`src/rtl/lidar_frame_parser_assert.svh`:
```
// Assertion macros shared by the lidar frame parser RTL.
// Included by the top level; depends on nothing else.
`ifndef LIDAR_FRAME_PARSER_ASSERT_SVH
`define LIDAR_FRAME_PARSER_ASSERT_SVH

`define LFP_ASSERT_NEVER(label, clk, rst_n, cond) \
  label: assert property (@(posedge clk) disable iff (!rst_n) !(cond)) \
    else $error("lfp assertion failed");

`define LFP_ASSERT_IMPLIES(label, clk, rst_n, ante, cons) \
  label: assert property (@(posedge clk) disable iff (!rst_n) (ante) |-> (cons)) \
    else $error("lfp assertion failed");

`define LFP_ASSERT_NEXT(label, clk, rst_n, ante, cons) \
  label: assert property (@(posedge clk) disable iff (!rst_n) (ante) |=> (cons)) \
    else $error("lfp assertion failed");

`endif

```
`src/rtl/lfp_pkg.sv`:
```
// Package for the lidar frame parser: constants, command and status types.
// Used by every module of the block; depends on nothing.
package lfp_pkg;

  localparam logic [7:0]  StartByte      = 8'h59;
  localparam logic [15:0] InvalidDistRst = 16'd45000;
  localparam int unsigned FrameLen       = 9;
  localparam int unsigned PosW           = 4;

  localparam int unsigned QDepth = 4;
  localparam int unsigned QAddrW = $clog2(QDepth);
  localparam int unsigned QCntW  = $clog2(QDepth + 1);

  typedef enum logic [2:0] {
    CMD_START,
    CMD_HDR,
    CMD_DLO,
    CMD_DHI,
    CMD_SLO,
    CMD_SHI,
    CMD_ADD,
    CMD_CHECK
  } cmd_kind_e;

  typedef enum logic [1:0] {
    STAT_OK      = 2'd0,
    STAT_BAD_HDR = 2'd1,
    STAT_BAD_SUM = 2'd2,
    STAT_INVALID = 2'd3
  } frame_status_e;

  typedef struct packed {
    cmd_kind_e  kind;
    logic [7:0] data;
  } cmd_t;

  typedef struct packed {
    logic full;
    logic empty;
  } qstat_t;

endpackage

```
`src/rtl/lfp_front.sv`:
```
// Front end of the lidar frame parser: tracks the frame position and tags bytes.
// Depends on lfp_pkg; feeds lfp_queue.
module lfp_front (
  input  logic              clk_i,
  input  logic              rst_ni,
  input  logic              rx_valid_i,
  output logic              rx_stall_o,
  input  logic [7:0]        rx_byte_i,
  input  lfp_pkg::qstat_t   qstat_i,
  output logic              push_o,
  output lfp_pkg::cmd_t     cmd_o
);

  logic [lfp_pkg::PosW-1:0] pos_q, pos_d;
  logic                     accept;
  logic                     hunting;

  assign rx_stall_o = qstat_i.full;
  assign accept     = rx_valid_i && !qstat_i.full;
  assign hunting    = (pos_q == '0) || (pos_q >= lfp_pkg::PosW'(lfp_pkg::FrameLen));

  always_comb begin
    pos_d       = pos_q;
    push_o      = 1'b0;
    cmd_o.data  = rx_byte_i;
    cmd_o.kind  = lfp_pkg::CMD_ADD;
    if (accept) begin
      if (hunting) begin
        if (rx_byte_i == lfp_pkg::StartByte) begin
          push_o     = 1'b1;
          cmd_o.kind = lfp_pkg::CMD_START;
          pos_d      = lfp_pkg::PosW'(1);
        end else begin
          pos_d = '0;
        end
      end else begin
        push_o = 1'b1;
        pos_d  = pos_q + 1'b1;
        unique case (pos_q)
          lfp_pkg::PosW'(1): cmd_o.kind = lfp_pkg::CMD_HDR;
          lfp_pkg::PosW'(2): cmd_o.kind = lfp_pkg::CMD_DLO;
          lfp_pkg::PosW'(3): cmd_o.kind = lfp_pkg::CMD_DHI;
          lfp_pkg::PosW'(4): cmd_o.kind = lfp_pkg::CMD_SLO;
          lfp_pkg::PosW'(5): cmd_o.kind = lfp_pkg::CMD_SHI;
          lfp_pkg::PosW'(8): begin
            cmd_o.kind = lfp_pkg::CMD_CHECK;
            pos_d      = '0;
          end
          default: cmd_o.kind = lfp_pkg::CMD_ADD;
        endcase
      end
    end
  end

  always_ff @(posedge clk_i or negedge rst_ni) begin
    if (!rst_ni) begin
      pos_q <= '0;
    end else begin
      pos_q <= pos_d;
    end
  end

endmodule

```
`src/rtl/lfp_queue.sv`:
```
// Short command queue between the front and back ends of the frame parser.
// Depends on lfp_pkg for its depth and entry type.
module lfp_queue (
  input  logic             clk_i,
  input  logic             rst_ni,
  input  logic             push_i,
  input  lfp_pkg::cmd_t    cmd_i,
  input  logic             pop_i,
  output lfp_pkg::cmd_t    head_o,
  output lfp_pkg::qstat_t  qstat_o
);

  lfp_pkg::cmd_t              mem_q [lfp_pkg::QDepth];
  logic [lfp_pkg::QAddrW-1:0] wr_q, rd_q;
  logic [lfp_pkg::QCntW-1:0]  cnt_q;
  logic                       do_push, do_pop;

  assign qstat_o.full  = (cnt_q == lfp_pkg::QCntW'(lfp_pkg::QDepth));
  assign qstat_o.empty = (cnt_q == '0);
  assign do_push       = push_i && !qstat_o.full;
  assign do_pop        = pop_i && !qstat_o.empty;
  assign head_o        = mem_q[rd_q];

  always_ff @(posedge clk_i) begin
    if (do_push) begin
      mem_q[wr_q] <= cmd_i;
    end
  end

  always_ff @(posedge clk_i or negedge rst_ni) begin
    if (!rst_ni) begin
      wr_q  <= '0;
      rd_q  <= '0;
      cnt_q <= '0;
    end else begin
      if (do_push) begin
        wr_q <= (wr_q == lfp_pkg::QAddrW'(lfp_pkg::QDepth - 1)) ? '0 : wr_q + 1'b1;
      end
      if (do_pop) begin
        rd_q <= (rd_q == lfp_pkg::QAddrW'(lfp_pkg::QDepth - 1)) ? '0 : rd_q + 1'b1;
      end
      unique case ({do_push, do_pop})
        2'b10:   cnt_q <= cnt_q + 1'b1;
        2'b01:   cnt_q <= cnt_q - 1'b1;
        default: cnt_q <= cnt_q;
      endcase
    end
  end

endmodule

```
`src/rtl/lfp_back.sv`:
```
// Back end of the frame parser: accumulates checksum and fields, grades the frame.
// Depends on lfp_pkg; drains lfp_queue and holds the result register.
module lfp_back (
  input  logic             clk_i,
  input  logic             rst_ni,
  input  lfp_pkg::cmd_t    head_i,
  input  lfp_pkg::qstat_t  qstat_i,
  output logic             pop_o,
  input  logic [15:0]      invalid_code_i,
  output logic             out_valid_o,
  input  logic             out_stall_i,
  output logic [15:0]      distance_o,
  output logic [15:0]      strength_o,
  output logic [1:0]       frame_status_o
);

  logic [7:0]  sum_q, sum_d;
  logic [7:0]  hdr_q;
  logic [15:0] dist_q, str_q;
  logic        out_valid_q;
  logic [15:0] out_dist_q, out_str_q;
  logic [1:0]  out_stat_q;
  logic        out_free;
  logic        is_check;
  lfp_pkg::frame_status_e stat;

  assign out_free = !out_valid_q || !out_stall_i;
  assign is_check = (head_i.kind == lfp_pkg::CMD_CHECK);
  assign pop_o    = !qstat_i.empty && (!is_check || out_free);
  assign sum_d    = sum_q + head_i.data;

  always_comb begin
    priority if (hdr_q != lfp_pkg::StartByte) begin
      stat = lfp_pkg::STAT_BAD_HDR;
    end else if (head_i.data != sum_q) begin
      stat = lfp_pkg::STAT_BAD_SUM;
    end else if (dist_q == invalid_code_i) begin
      stat = lfp_pkg::STAT_INVALID;
    end else begin
      stat = lfp_pkg::STAT_OK;
    end
  end

  always_ff @(posedge clk_i) begin
    if (pop_o) begin
      unique case (head_i.kind)
        lfp_pkg::CMD_HDR: hdr_q        <= head_i.data;
        lfp_pkg::CMD_DLO: dist_q[7:0]  <= head_i.data;
        lfp_pkg::CMD_DHI: dist_q[15:8] <= head_i.data;
        lfp_pkg::CMD_SLO: str_q[7:0]   <= head_i.data;
        lfp_pkg::CMD_SHI: str_q[15:8]  <= head_i.data;
        lfp_pkg::CMD_CHECK: begin
          out_dist_q <= dist_q;
          out_str_q  <= str_q;
          out_stat_q <= stat;
        end
        default: ;
      endcase
    end
  end

  always_ff @(posedge clk_i or negedge rst_ni) begin
    if (!rst_ni) begin
      sum_q       <= '0;
      out_valid_q <= 1'b0;
    end else begin
      if (pop_o && is_check) begin
        out_valid_q <= 1'b1;
      end else if (out_valid_q && !out_stall_i) begin
        out_valid_q <= 1'b0;
      end
      if (pop_o) begin
        unique case (head_i.kind)
          lfp_pkg::CMD_START: sum_q <= head_i.data;
          lfp_pkg::CMD_CHECK: sum_q <= '0;
          default:            sum_q <= sum_d;
        endcase
      end
    end
  end

  assign out_valid_o    = out_valid_q;
  assign distance_o     = out_dist_q;
  assign strength_o     = out_str_q;
  assign frame_status_o = out_stat_q;

endmodule

```
`src/rtl/lidar_frame_parser.sv`:
```
// Lidar frame parser: takes serial bytes and returns one graded result per 9-byte frame.
// The rx channel accepts a byte when rx_valid_i is high and rx_stall_o is low; the
// out channel hands over a result when out_valid_o is high and out_stall_i is low.
// While hunting, bytes other than 0x59 are taken and dropped. A 0x59 opens a frame;
// after the ninth byte one word is delivered with the distance, the strength and
// a status (ok, bad second header, checksum mismatch, invalid distance).
// The front end tags each byte by its frame position and pushes it into a
// four-entry queue; the back end drains one entry per cycle into the checksum,
// field and result registers, except that a final byte waits while a result is stalled.
// Throughput is one byte per cycle while rx_stall_o is low. The final byte of a frame
// is registered in the queue, then its result in the result register once that is free.
// While out_stall_i holds a result, the back end keeps draining non-final bytes;
// the next frame's final byte waits in the queue, and once the queue fills,
// rx_stall_o rises. Reset clears the frame position, checksum, queue and result
// valid, and loads the invalid-distance register with 45000. cfg_we_i writes
// cfg_wdata_i into that register and should only be used while the block is idle.
// Depends on lfp_pkg, lfp_front, lfp_queue, lfp_back and the assertion header.
`include "lidar_frame_parser_assert.svh"

module lidar_frame_parser (
  input  logic        clk_i,
  input  logic        rst_ni,
  input  logic        rx_valid_i,
  output logic        rx_stall_o,
  input  logic [7:0]  rx_byte_i,
  output logic        out_valid_o,
  input  logic        out_stall_i,
  output logic [15:0] distance_o,
  output logic [15:0] strength_o,
  output logic [1:0]  frame_status_o,
  input  logic        cfg_we_i,
  input  logic [15:0] cfg_wdata_i
);

  logic [15:0]     invalid_code_q;
  logic            push;
  logic            pop;
  lfp_pkg::cmd_t   push_cmd;
  lfp_pkg::cmd_t   head;
  lfp_pkg::qstat_t qstat;
  logic            head_check;
  logic            pop_check;

  assign head_check = (head.kind == lfp_pkg::CMD_CHECK);
  assign pop_check  = pop && head_check;

  always_ff @(posedge clk_i or negedge rst_ni) begin
    if (!rst_ni) begin
      invalid_code_q <= lfp_pkg::InvalidDistRst;
    end else if (cfg_we_i) begin
      invalid_code_q <= cfg_wdata_i;
    end
  end

  lfp_front u_front (
    .clk_i      (clk_i),
    .rst_ni     (rst_ni),
    .rx_valid_i (rx_valid_i),
    .rx_stall_o (rx_stall_o),
    .rx_byte_i  (rx_byte_i),
    .qstat_i    (qstat),
    .push_o     (push),
    .cmd_o      (push_cmd)
  );

  lfp_queue u_queue (
    .clk_i   (clk_i),
    .rst_ni  (rst_ni),
    .push_i  (push),
    .cmd_i   (push_cmd),
    .pop_i   (pop),
    .head_o  (head),
    .qstat_o (qstat)
  );

  lfp_back u_back (
    .clk_i          (clk_i),
    .rst_ni         (rst_ni),
    .head_i         (head),
    .qstat_i        (qstat),
    .pop_o          (pop),
    .invalid_code_i (invalid_code_q),
    .out_valid_o    (out_valid_o),
    .out_stall_i    (out_stall_i),
    .distance_o     (distance_o),
    .strength_o     (strength_o),
    .frame_status_o (frame_status_o)
  );

  `LFP_ASSERT_NEVER(a_no_pop_empty, clk_i, rst_ni, pop && qstat.empty)
  `LFP_ASSERT_NEVER(a_no_push_full, clk_i, rst_ni, push && qstat.full)
  `LFP_ASSERT_NEXT(a_check_gives_result, clk_i, rst_ni, pop_check, out_valid_o)
  `LFP_ASSERT_IMPLIES(a_check_waits_for_slot, clk_i, rst_ni, out_valid_o && out_stall_i && head_check, !pop)

endmodule
```
`config.mk`:
```
export PLATFORM = sky130hd
export DESIGN_NAME = lidar_frame_parser
export DESIGN_NICKNAME = d
export VERILOG_FILES = /design/src/rtl/lfp_pkg.sv /design/src/rtl/lfp_front.sv /design/src/rtl/lfp_queue.sv /design/src/rtl/lfp_back.sv /design/src/rtl/lidar_frame_parser.sv
export VERILOG_INCLUDE_DIRS = /design/src /design/src/rtl
export SDC_FILE = /design/constraint.sdc
export NUM_CORES = 1
export LEC_CHECK = 0
export BUFFER_PORTS_ARGS = -buffer_cell sky130_fd_sc_hd__buf_4
export CELL_PAD_IN_SITES_DETAIL_PLACEMENT = 1
export CELL_PAD_IN_SITES_GLOBAL_PLACEMENT = 1
export CORE_ASPECT_RATIO = 1.2
export CORE_UTILIZATION = 44
export DETAILED_ROUTE_END_ITERATION = 6
export PLACE_DENSITY_LB_ADDON = 0.12
export SLEW_MARGIN = 0
export SYNTH_ARGS = -nofsm -noshare
export SYNTH_HDL_FRONTEND = slang
export SYNTH_SLANG_ARGS = --single-unit
```
`constraint.sdc`:
```
create_clock -name clk_i -period 5.5 [get_ports clk_i]
set_input_delay 0.275 -clock clk_i [delete_from_list [all_inputs] [get_ports clk_i]]
set_output_delay 0.275 -clock clk_i [all_outputs]
set_load 0.01 [all_outputs]
```
==> flow_summary.html, run 1 <==
<table>
<tr><th>Metric</th><th>Value</th></tr>
<tr><th colspan="2">Run status</th></tr>
<tr><td>Result of the run</td><td>finished, final reports clean</td></tr>
<tr><th colspan="2">Cells and area</th></tr>
<tr><td>Leading cell types in the layout, fill and taps excluded</td><td>edfxtp_1 (118), buf_4 (68), dfrtp_1 (27)</td></tr>
<tr><td>Register cell area after layout</td><td>4460 sq um</td></tr>
<tr><td>Area growth syn-to-layout</td><td>20.4%</td></tr>
<tr><td>Post-layout nets</td><td>504</td></tr>
<tr><td>Utilization after layout</td><td>0.541</td></tr>
<tr><td>Diode count</td><td>0</td></tr>
<tr><td>Number of filler cells placed in the layout</td><td>1,322</td></tr>
<tr><td>Share of post-route cells with drive strength above 1</td><td>0.281</td></tr>
<tr><td>Final std cells w/o fill</td><td>640</td></tr>
<tr><td>Multi-input gate area in the final layout</td><td>1640 sq um</td></tr>
<tr><td>Most common cell after layout, fill and taps aside</td><td>edfxtp_1</td></tr>
<tr><th colspan="2">Floorplan</th></tr>
<tr><td>Area enclosed by the die boundary</td><td>about 15,000 sq um</td></tr>
<tr><td>Placeable core area</td><td>around 14,000 sq um</td></tr>
<tr><td>Number of cell rows</td><td>47</td></tr>
<tr><td>Die Span Y</td><td>132 um</td></tr>
<tr><td>Horiz. Die Dim</td><td>110 um</td></tr>
<tr><td>Starting density of the core</td><td>0.449</td></tr>
<tr><td>IO Count</td><td>65</td></tr>
<tr><th colspan="2">Setup path</th></tr>
<tr><td>Arrival time at the worst endpoint</td><td>3.59 ns</td></tr>
<tr><td>Timing endpoint of the critical path</td><td>u_back.sum_q[7]</td></tr>
<tr><td>Depth of the most critical reg-to-reg path</td><td>8</td></tr>
<tr><td>Setup crit start</td><td>u_queue.rd_q[0]</td></tr>
<tr><td>Type of destination of the critical path</td><td>flop</td></tr>
<tr><td>Crit Path Class</td><td>reg -&gt; reg</td></tr>
<tr><td>R2R Path Start</td><td>u_queue.rd_q[0]</td></tr>
<tr><td>Critical path startpoint category</td><td>flop</td></tr>
<tr><td>Required time of the critical path</td><td>5.81 ns</td></tr>
<tr><td>Slack of the worst reg-to-reg path</td><td>2.21 ns</td></tr>
<tr><td>Worst reg2reg endpoint</td><td>u_back.sum_q[7]</td></tr>
<tr><td>Critical path peak fanout</td><td>14</td></tr>
<tr><th colspan="2">Placement</th></tr>
<tr><td>Placed cells</td><td>607</td></tr>
<tr><td>Routability cong.</td><td>0.789</td></tr>
<tr><td>Placed wire-length estimate</td><td>8710 um</td></tr>
<tr><td>Input/output buffers</td><td>64</td></tr>
<tr><th colspan="2">CTS</th></tr>
<tr><td>CTS buffer count</td><td>17</td></tr>
<tr><td>Root Buffer Master</td><td>clkbuf_16</td></tr>
<tr><td>Buffers inserted during post-CTS setup optimization</td><td>0</td></tr>
<tr><td>H-tree levels</td><td>4</td></tr>
<tr><td>TritonCTS clock tree</td><td>done</td></tr>
<tr><td>Clock input transition at the sequential cells of the worst setup and hold paths</td><td>0.06 ns</td></tr>
<tr><td>Clk buf depth</td><td>2</td></tr>
<tr><td>CTS sink count</td><td>154</td></tr>
<tr><td>Skew-Pair Late Insertion Delay</td><td>about 0.42 ns</td></tr>
<tr><th colspan="2">Yosys</th></tr>
<tr><td>Post-synthesis net count</td><td>426</td></tr>
<tr><td>Mean Syn Cell Area</td><td>16.4 sq um</td></tr>
<tr><td>Sequential fraction of the synthesis area</td><td>0.720</td></tr>
<tr><td>Count of unique library cells instantiated by Yosys</td><td>47</td></tr>
<tr><td>Predominant post-synthesis flop cell</td><td>edfxtp_1</td></tr>
<tr><td>Gate count of the mapped netlist</td><td>378</td></tr>
<tr><td>Mapped Area</td><td>6180 sq um</td></tr>
<tr><td>Number of enable-type register cells in the synthesized netlist</td><td>118</td></tr>
<tr><td>Fraction of synthesis flops using an asynchronous set or reset pin</td><td>0.234</td></tr>
<tr><td>Syn. warnings</td><td>0</td></tr>
<tr><td>Flip-flop and latch count after synthesis</td><td>154</td></tr>
<tr><th colspan="2">Global routing</th></tr>
<tr><td>Number of antenna violations at the first check in global routing</td><td>0</td></tr>
<tr><td>Via count of the first global-routing pass</td><td>3,588</td></tr>
<tr><td>Total global-route track usage</td><td>0.187</td></tr>
<tr><td>Sum of overflow across all layers after global routing</td><td>0</td></tr>
<tr><td>Maximum number of pins on one net before global-route repair</td><td>37</td></tr>
<tr><td>First-pass GRT wire length</td><td>19,400 um</td></tr>
<tr><th colspan="2">Power</th></tr>
<tr><td>Sum of internal, switching and leakage power</td><td>0.00455 W</td></tr>
<tr><td>Net switching power figure</td><td>0.00149 W</td></tr>
<tr><td>Largest voltage drop on the vdd net</td><td>slightly below 0.3 mV</td></tr>
<tr><td>Switching power share of the total</td><td>0.327</td></tr>
<tr><td>Cell leakage power</td><td>2.79 nW</td></tr>
<tr><td>Combinational Power Share</td><td>0.327</td></tr>
<tr><td>Portion of total power attributed to the clock network</td><td>0.247</td></tr>
<tr><td>Cell-internal power</td><td>0.00306 W</td></tr>
<tr><td>Power density over the cells</td><td>between 600 and 700 nW/um^2</td></tr>
<tr><td>Part of the power in registers</td><td>0.426</td></tr>
<tr><th colspan="2">Timing</th></tr>
<tr><td>Crit path time final</td><td>3.29 ns</td></tr>
<tr><td>Final Cycle Share</td><td>0.598</td></tr>
<tr><td>Worst slew margin relative to its limit</td><td>0.265</td></tr>
<tr><td>Setup skew after layout</td><td>approximately 0.0075 ns</td></tr>
<tr><td>Setup repair after global routing missed its margin</td><td>no</td></tr>
<tr><td>Hold violation total from the final report</td><td>0</td></tr>
<tr><td>Final-report max-slew violation count</td><td>0</td></tr>
<tr><td>Number of failing setup endpoints in the final timing report</td><td>0</td></tr>
<tr><td>Achievable Freq</td><td>0.304 GHz</td></tr>
<tr><td>Worst-margin pin slew</td><td>roughly 1.1 ns</td></tr>
<tr><td>Aggregate negative setup slack</td><td>0 ns</td></tr>
<tr><td>Fin Hold WS</td><td>0.0641 ns</td></tr>
<tr><th colspan="2">Drt</th></tr>
<tr><td>Via density per instance</td><td>5.27</td></tr>
<tr><td>Starting DRT DRC Count</td><td>around 130</td></tr>
<tr><td>Routed Wire Length</td><td>12,200 um</td></tr>
<tr><td>WL/cell</td><td>19.0 um</td></tr>
<tr><td>Initial DRT Pass Iterations</td><td>4</td></tr>
<tr><td>Count of antenna-violating nets left after detailed routing</td><td>0</td></tr>
<tr><td>Vias</td><td>3,370</td></tr>
<tr><td>Post-route DRC</td><td>0</td></tr>
<tr><th colspan="2">Flow run</th></tr>
<tr><td>Total of max-cap violations</td><td>0</td></tr>
<tr><th colspan="2">Min path</th></tr>
<tr><td>Min-delay worst type</td><td>in -&gt; reg</td></tr>
</table>
-- critical path: stages, from the launching register on --
cell and delay, ns:
dfrtp_1 0.87, mux4_2 0.69, ha_1 0.38, a2111oi_0 0.41, o21ai_0 0.15, nand2_1 0.10, xor2_1 0.18, mux2i_1 0.11
a211o_1 0.28
-- how the worst min path moves through the flow --
| stage | start | end | slack [ns] | cells past startpoint |
|---|---|---|---|---|
| floorplan | rst_ni | invalid_code_q[0] | -0.02 | 0 |
| global placement | rst_ni | invalid_code_q[12] | 0.29 | 1 |
| detailed placement | rst_ni | invalid_code_q[12] | 0.29 | 1 |
| CTS | rx_byte_i[1] | u_queue.mem_q[2][1] | 0.04 | 1 |
| global route | rx_byte_i[5] | u_queue.mem_q[2][5] | 0.05 | 1 |
| finish | rx_byte_i[3] | u_queue.mem_q[1][3] | 0.06 | 1 |
-- final cells by class --
class,instances,share of cell area
Clock inverter,6,0.0119
Tap cell,171,0.0287
Timing Repair Buffer,69,0.0699
Sequential cell,154,0.598
Multi-Input combinational cell,200,0.220
Inverter,14,0.00706
Clock buffer,26,0.0644
-- metal layers --
metal / part of all wire / up-vias / GRT usage
met1: 0.39 / 1707 / 0.215
met2: 0.56 / 67 / 0.326
li1: - / 1587 / -
met4: 0.011 / 0 / 0.0680
met5: 0 / - / 0
met3: 0.041 / 9 / 0.0529
-- sequential cells by signal, indices dropped and copies added, names as in the netlist, 2 cells and up --
signal                 count
invalid_code_q            16
u_back.dist_q             16
u_back.distance_o         16
u_back.frame_status_o      2
u_back.hdr_q               8
u_back.str_q              16
u_back.strength_o         16
u_back.sum_q               8
u_front.pos_q              4
u_queue.cnt_q              3
u_queue.mem_q             44
u_queue.rd_q               2
u_queue.wr_q               2
-- synth_stat cells (3+ instances only) --
library cell / count / area, sq um
mux4_2: 11 / 248
edfxtp_1: 118 / 3540
nor2_1: 13 / 48.8
mux2_2: 16 / 180
a22oi_1: 4 / 30.0
nor4bb_1: 4 / 40.0
or3_1: 3 / 18.8
nor3_1: 8 / 40.0
nand2_1: 25 / 93.8
dfstp_2: 9 / 236
dfrtp_1: 27 / 676
and2_1: 4 / 25.0
nand2b_1: 5 / 31.3
ha_1: 17 / 213
xnor2_1: 4 / 35.0
a21o_1: 3 / 22.5
nor4_1: 6 / 37.5
xor2_1: 19 / 166
inv_1: 14 / 52.6
a21oi_1: 11 / 55.1
buf_2: 4 / 20.0
o21ai_0: 17 / 85.1
clkbuf_1: 4 / 15.0
-- power by group through the flow --
stage,clock network (W),registers (W),logic [W]
2_1_floorplan,0,0.00192,0.00103
3_3_place_gp,0,0.00195,0.00145
3_5_place_dp,0,0.00197,0.00151
4_1_cts,0.00115,0.00195,0.00152
5_1_grt,0.00119,0.00198,0.00169
6_report,0.00112,0.00194,0.00149
-- kinds of logic after synthesis --
logic type / count (synthesis) / synth area share
flops: 154 / 0.720
xor+xnor: 23 / 0.0326
buf+inv: 24 / 0.0160
simple gates: 79 / 0.0662
mux: 28 / 0.0708
fa+ha+maj: 19 / 0.0409
compound gates: 51 / 0.0532
-- metrics by stage --
step / setup slack, ns / cell area, sq um
2_1_floorplan: 1.11 / 6180
3_3_place_gp: 2.28 / 6870
3_5_place_dp: 2.17 / 6870
4_1_cts: 2.11 / 7450
5_1_grt: 1.92 / 7450
6_report: 2.21 / 7450
-- repair_timing --
action | CTS | global route
resized for setup | 0 | 0
hold endpoints to repair | 27 | 0
hold buffers | 1 | 0
Note: power is estimated with default switching activity, not from simulation.
==> run 2, diff against run 1 <==
- ABC_AREA: not set -> 1
- clock period: 5.5 -> 3.2 ns (I/O delays scaled with it)
==> run 2 against run 1 <==
  * Design area grew 7.8%
  * Sequential share of layout area decreased by 4.3 points
  * Register-to-register slack worse by 1.8 ns
  * Cell count increased by 28%
  * Clock skew is 0.0053 ns higher
  * Sequential power up 70%
  * Synthesized area is 4.3% higher
  * Via count grew 22%
  * First-iteration DRC count increased by 16%
  * Worst setup slack got worse by 1.8 ns
  * Worst hold slack better by 0.076 ns
  * Routed wire length grew 19%
  * Highest routed layer unchanged
==> flow_summary.html, run 2 <==
<table>
<tr><th>Metric</th><th>Value</th></tr>
<tr><th colspan="2">Cells and area</th></tr>
<tr><td>Number of flip-flops in the largest register</td><td>44</td></tr>
<tr><td>Area growth syn-to-layout</td><td>24.4%</td></tr>
<tr><td>Diode count</td><td>0</td></tr>
<tr><td>Share of post-route cells with drive strength above 1</td><td>0.233</td></tr>
<tr><td>Reg with most FFs</td><td>u_queue.mem_q</td></tr>
<tr><td>Leading cell types in the layout, fill and taps excluded</td><td>edfxtp_1 (118), nand2_1 (117), buf_4 (78)</td></tr>
<tr><td>Final instance area</td><td>8030 sq um</td></tr>
<tr><td>Utilization after layout</td><td>0.559</td></tr>
<tr><td>Most common cell after layout, fill and taps aside</td><td>edfxtp_1</td></tr>
<tr><td>Post-layout nets</td><td>679</td></tr>
<tr><th colspan="2">Setup path</th></tr>
<tr><td>Arrival time at the worst endpoint</td><td>3.12 ns</td></tr>
<tr><td>Critical path startpoint category</td><td>flop</td></tr>
<tr><td>Crit path depth</td><td>14</td></tr>
<tr><td>Worst path most repeated cell</td><td>inv_1</td></tr>
<tr><td>Type of destination of the critical path</td><td>flop</td></tr>
<tr><td>Worst path bufs/invs</td><td>3</td></tr>
<tr><td>Stage delay of the slowest cell on the critical path</td><td>approximately 0.40 ns</td></tr>
<tr><td>Crit Path Class</td><td>reg -&gt; reg</td></tr>
<tr><td>Critical path peak fanout</td><td>8</td></tr>
<tr><td>Kind of cell adding the most delay to the critical path</td><td>adder cells</td></tr>
<tr><td>Depth of the most critical reg-to-reg path</td><td>14</td></tr>
<tr><td>Series of cell instances along the critical path</td><td>inv_1, ha_1, nand3_1, nor2_1, or2_1, nand2_1, nand2_1, inv_1, ha_1, inv_1, fa_1, a21oi_1, o21ai_0, xor2_1</td></tr>
<tr><td>Slowest CP cell</td><td>dfrtp_1</td></tr>
<tr><td>Required time of the critical path</td><td>3.50 ns</td></tr>
<tr><th colspan="2">Yosys</th></tr>
<tr><td>Count of unique library cells instantiated by Yosys</td><td>36</td></tr>
<tr><td>Sequential fraction of the synthesis area</td><td>0.690</td></tr>
<tr><td>Mapped Area</td><td>roughly 6500 sq um</td></tr>
<tr><td>Gate count of the mapped netlist</td><td>517</td></tr>
<tr><td>Post-synth top area cell</td><td>edfxtp_1</td></tr>
<tr><td>Fraction of synthesis flops using an asynchronous set or reset pin</td><td>0.234</td></tr>
<tr><td>Flip-flop and latch count after synthesis</td><td>154</td></tr>
<tr><td>Most common cell in the synthesized netlist</td><td>edfxtp_1</td></tr>
<tr><td>Number of enable-type register cells in the synthesized netlist</td><td>roughly 120</td></tr>
<tr><td>Post-synthesis net count</td><td>about 570</td></tr>
<tr><td>Syn. warnings</td><td>0</td></tr>
<tr><td>Mean Syn Cell Area</td><td>12.5 sq um</td></tr>
<tr><td>Cell types occupying the most area after synthesis</td><td>edfxtp_1 (55%), dfrtp_1 (10%), nand2_1 (6.8%)</td></tr>
<tr><td>Share of the synthesized area in the top cell type</td><td>0.549</td></tr>
<tr><td>Predominant post-synthesis flop cell</td><td>edfxtp_1</td></tr>
<tr><td>Leading post-synthesis cells by instance count</td><td>edfxtp_1 (118), nand2_1 (117), inv_1 (44), nor2_1 (34), o21ai_0 (28)</td></tr>
<tr><th colspan="2">Min path</th></tr>
<tr><td>Depth of the worst hold-timing path</td><td>3</td></tr>
<tr><td>Min-delay worst type</td><td>in -&gt; reg</td></tr>
<tr><th colspan="2">Power</th></tr>
<tr><td>Combinational Power Share</td><td>0.389</td></tr>
<tr><td>Cell-internal power</td><td>0.00537 W</td></tr>
<tr><td>Portion of total power attributed to the clock network</td><td>0.228</td></tr>
<tr><td>Power density over the cells</td><td>approximately 1100 nW/um^2</td></tr>
<tr><td>Net switching power figure</td><td>~0.0032 W</td></tr>
<tr><td>Switching power share of the total</td><td>0.376</td></tr>
<tr><td>Cell leakage power</td><td>between 3 and 4 nW</td></tr>
<tr><td>Part of the power in registers</td><td>0.383</td></tr>
<tr><td>Largest voltage drop on the vdd net</td><td>0.470 mV</td></tr>
<tr><th colspan="2">Timing</th></tr>
<tr><td>Number of failing setup endpoints in the final timing report</td><td>0</td></tr>
<tr><td>Worst slew margin relative to its limit</td><td>0.529</td></tr>
<tr><td>Setup skew after layout</td><td>0.0129 ns</td></tr>
<tr><td>Final Cycle Share</td><td>0.879</td></tr>
<tr><td>Crit path time final</td><td>2.81 ns</td></tr>
<tr><td>Final-report max-slew violation count</td><td>0</td></tr>
<tr><td>Hold violation total from the final report</td><td>0</td></tr>
<tr><td>Aggregate negative setup slack</td><td>0 ns</td></tr>
<tr><td>Worst setup margin</td><td>~0.39 ns</td></tr>
<tr><td>Setup repair after global routing missed its margin</td><td>no</td></tr>
<tr><td>Worst-margin pin slew</td><td>0.704 ns</td></tr>
<tr><td>Achievable Freq</td><td>about 0.36 GHz</td></tr>
<tr><th colspan="2">Floorplan</th></tr>
<tr><td>IO Count</td><td>65</td></tr>
<tr><td>Die Span Y</td><td>between 100 and 150 um</td></tr>
<tr><td>Starting density of the core</td><td>0.450</td></tr>
<tr><td>Horiz. Die Dim</td><td>between 100 and 150 um</td></tr>
<tr><td>Placeable core area</td><td>14,400 sq um</td></tr>
<tr><td>Area enclosed by the die boundary</td><td>15,200 sq um</td></tr>
<tr><td>Number of cell rows</td><td>48</td></tr>
<tr><th colspan="2">Placement</th></tr>
<tr><td>Standard cell area after detailed placement</td><td>7200 sq um</td></tr>
<tr><td>Pre-CTS setup slack</td><td>0.399 ns</td></tr>
<tr><td>Input/output buffers</td><td>64</td></tr>
<tr><td>Routability cong.</td><td>about 0.84</td></tr>
<tr><td>Placed wire-length estimate</td><td>between 9000 and 10,000 um</td></tr>
<tr><th colspan="2">Global routing</th></tr>
<tr><td>Maximum number of pins on one net before global-route repair</td><td>37</td></tr>
<tr><td>Number of antenna violations at the first check in global routing</td><td>0</td></tr>
<tr><td>Via count of the first global-routing pass</td><td>4,496</td></tr>
<tr><td>Total global-route track usage</td><td>0.210</td></tr>
<tr><td>First-pass GRT wire length</td><td>23,700 um</td></tr>
<tr><td>Sum of overflow across all layers after global routing</td><td>0</td></tr>
<tr><th colspan="2">Run status</th></tr>
<tr><td>Result of the run</td><td>finished, final reports clean</td></tr>
<tr><th colspan="2">Drt</th></tr>
<tr><td>Initial DRT Pass Iterations</td><td>4</td></tr>
<tr><td>Vias</td><td>approximately 4,000</td></tr>
<tr><td>WL/cell</td><td>~18 um</td></tr>
<tr><td>Via density per instance</td><td>5.03</td></tr>
<tr><td>Starting DRT DRC Count</td><td>150</td></tr>
<tr><td>Count of antenna-violating nets left after detailed routing</td><td>0</td></tr>
<tr><td>Routed Wire Length</td><td>14,500 um</td></tr>
<tr><td>Post-route DRC</td><td>0</td></tr>
<tr><th colspan="2">CTS</th></tr>
<tr><td>Clock input transition at the sequential cells of the worst setup and hold paths</td><td>0.06 ns</td></tr>
<tr><td>CTS sink count</td><td>154</td></tr>
<tr><td>CTS buffer count</td><td>17</td></tr>
<tr><td>Skew-Pair Late Insertion Delay</td><td>around 0.43 ns</td></tr>
<tr><td>Clk buf depth</td><td>2</td></tr>
<tr><td>H-tree levels</td><td>4</td></tr>
<tr><td>TritonCTS clock tree</td><td>done</td></tr>
<tr><td>Number of gates resized after cts</td><td>0</td></tr>
<tr><td>Root Buffer Master</td><td>clkbuf_16</td></tr>
<tr><th colspan="2">Flow run</th></tr>
<tr><td>Total of max-cap violations</td><td>0</td></tr>
</table>
[run 2: changes by cell type after synthesis, moves of 5 or more]
cell,delta
inv_1,+30
nand2_1,+92
nor2_1,+21
xor2_1,-12
nand3_1,+20
xnor2_1,+9
o21ai_0,+11
nand2b_1,-5
mux4_2,-11
o22ai_1,+7
[run 2: routing by layer]
layer | global-route usage | vias to the layer above | wire length [um]
met5 | 0 | - | 0
met4 | 0.103 | 0 | 479
met3 | 0.0462 | 30 | 514
met2 | 0.368 | 96 | 7550
met1 | 0.244 | 2001 | 5960
li1 | - | 1995 | -
[run 2: cell families (layout without fill, tap and decap cells)]
logic type,count (synthesis),count (layout),share of synthesized area
and+or+nand+nor,202,202,0.138
DFF,154,154,0.690
AOI/OAI and AO/OA,49,49,0.0405
xor gates and xnor gates,20,20,0.0271
muxes,15,15,0.0262
buffers and inverters,58,185,0.0384
adders and majority gates,19,19,0.0392
[run 2: through the flow]
stage	hold WS, ns	instances	power (W)
floorplan	-0.136	517	0.00547
global placement	0.180	761	0.00655
detailed placement	0.177	761	0.00669
CTS	0.136	819	0.00870
global route	0.157	819	0.00921
finish	0.140	819	0.00860
[run 2: repair_timing]
item / CTS / global route
endpoints found under the hold margin: 76 / 0
hold buffers: 26 / 0
setup buffers: 0 / 0
[run 2: power by group through the flow]
stage                     clock network, W  logic, W  registers, W
after global routing               0.00205   0.00380       0.00335
after CTS                          0.00199   0.00341       0.00330
after floorplan                          0   0.00213       0.00334
final                              0.00196   0.00335       0.00329
after detailed placement                 0   0.00335       0.00334
after global placement                   0   0.00324       0.00331
[run 2: path summary, 6_finish.rpt]
path | from | end | slack (ns)
hold / removal | cfg_we_i | invalid_code_q[12] | 0.14
min in group asynchronous | rst_ni | invalid_code_q[12] | 0.25
max in group asynchronous | rst_ni | u_front.pos_q[0] | 2.57
setup reg to reg | u_front.pos_q[0] | u_queue.cnt_q[2] | 0.39
setup / recovery | u_front.pos_q[0] | u_queue.cnt_q[2] | 0.39
hold reg to reg | u_back.str_q[2] | u_back.strength_o[2] | 0.42
[run 2: worst reg2reg max path: stages, from the launching register on]
cell	delay (ns)
dfrtp_1	0.40
inv_1	0.11
ha_1	0.25
nand3_1	0.14
nor2_1	0.07
or2_1	0.26
nand2_1	0.13
nand2_1	0.17
inv_1	0.17
ha_1	0.16
inv_1	0.06
fa_1	0.38
a21oi_1	0.15
o21ai_0	0.11
xor2_1	0.15
[run 2: area by class of cell]
class / count / area [sq um]
multi-input cells: 305 / 1750
repair buffers: 104 / 846
clock inverters: 11 / 121
clock buffers: 21 / 450
fillers: 1457 / 6320
flip-flops and latches: 154 / 4460
inverters: 49 / 186
well taps: 175 / 219
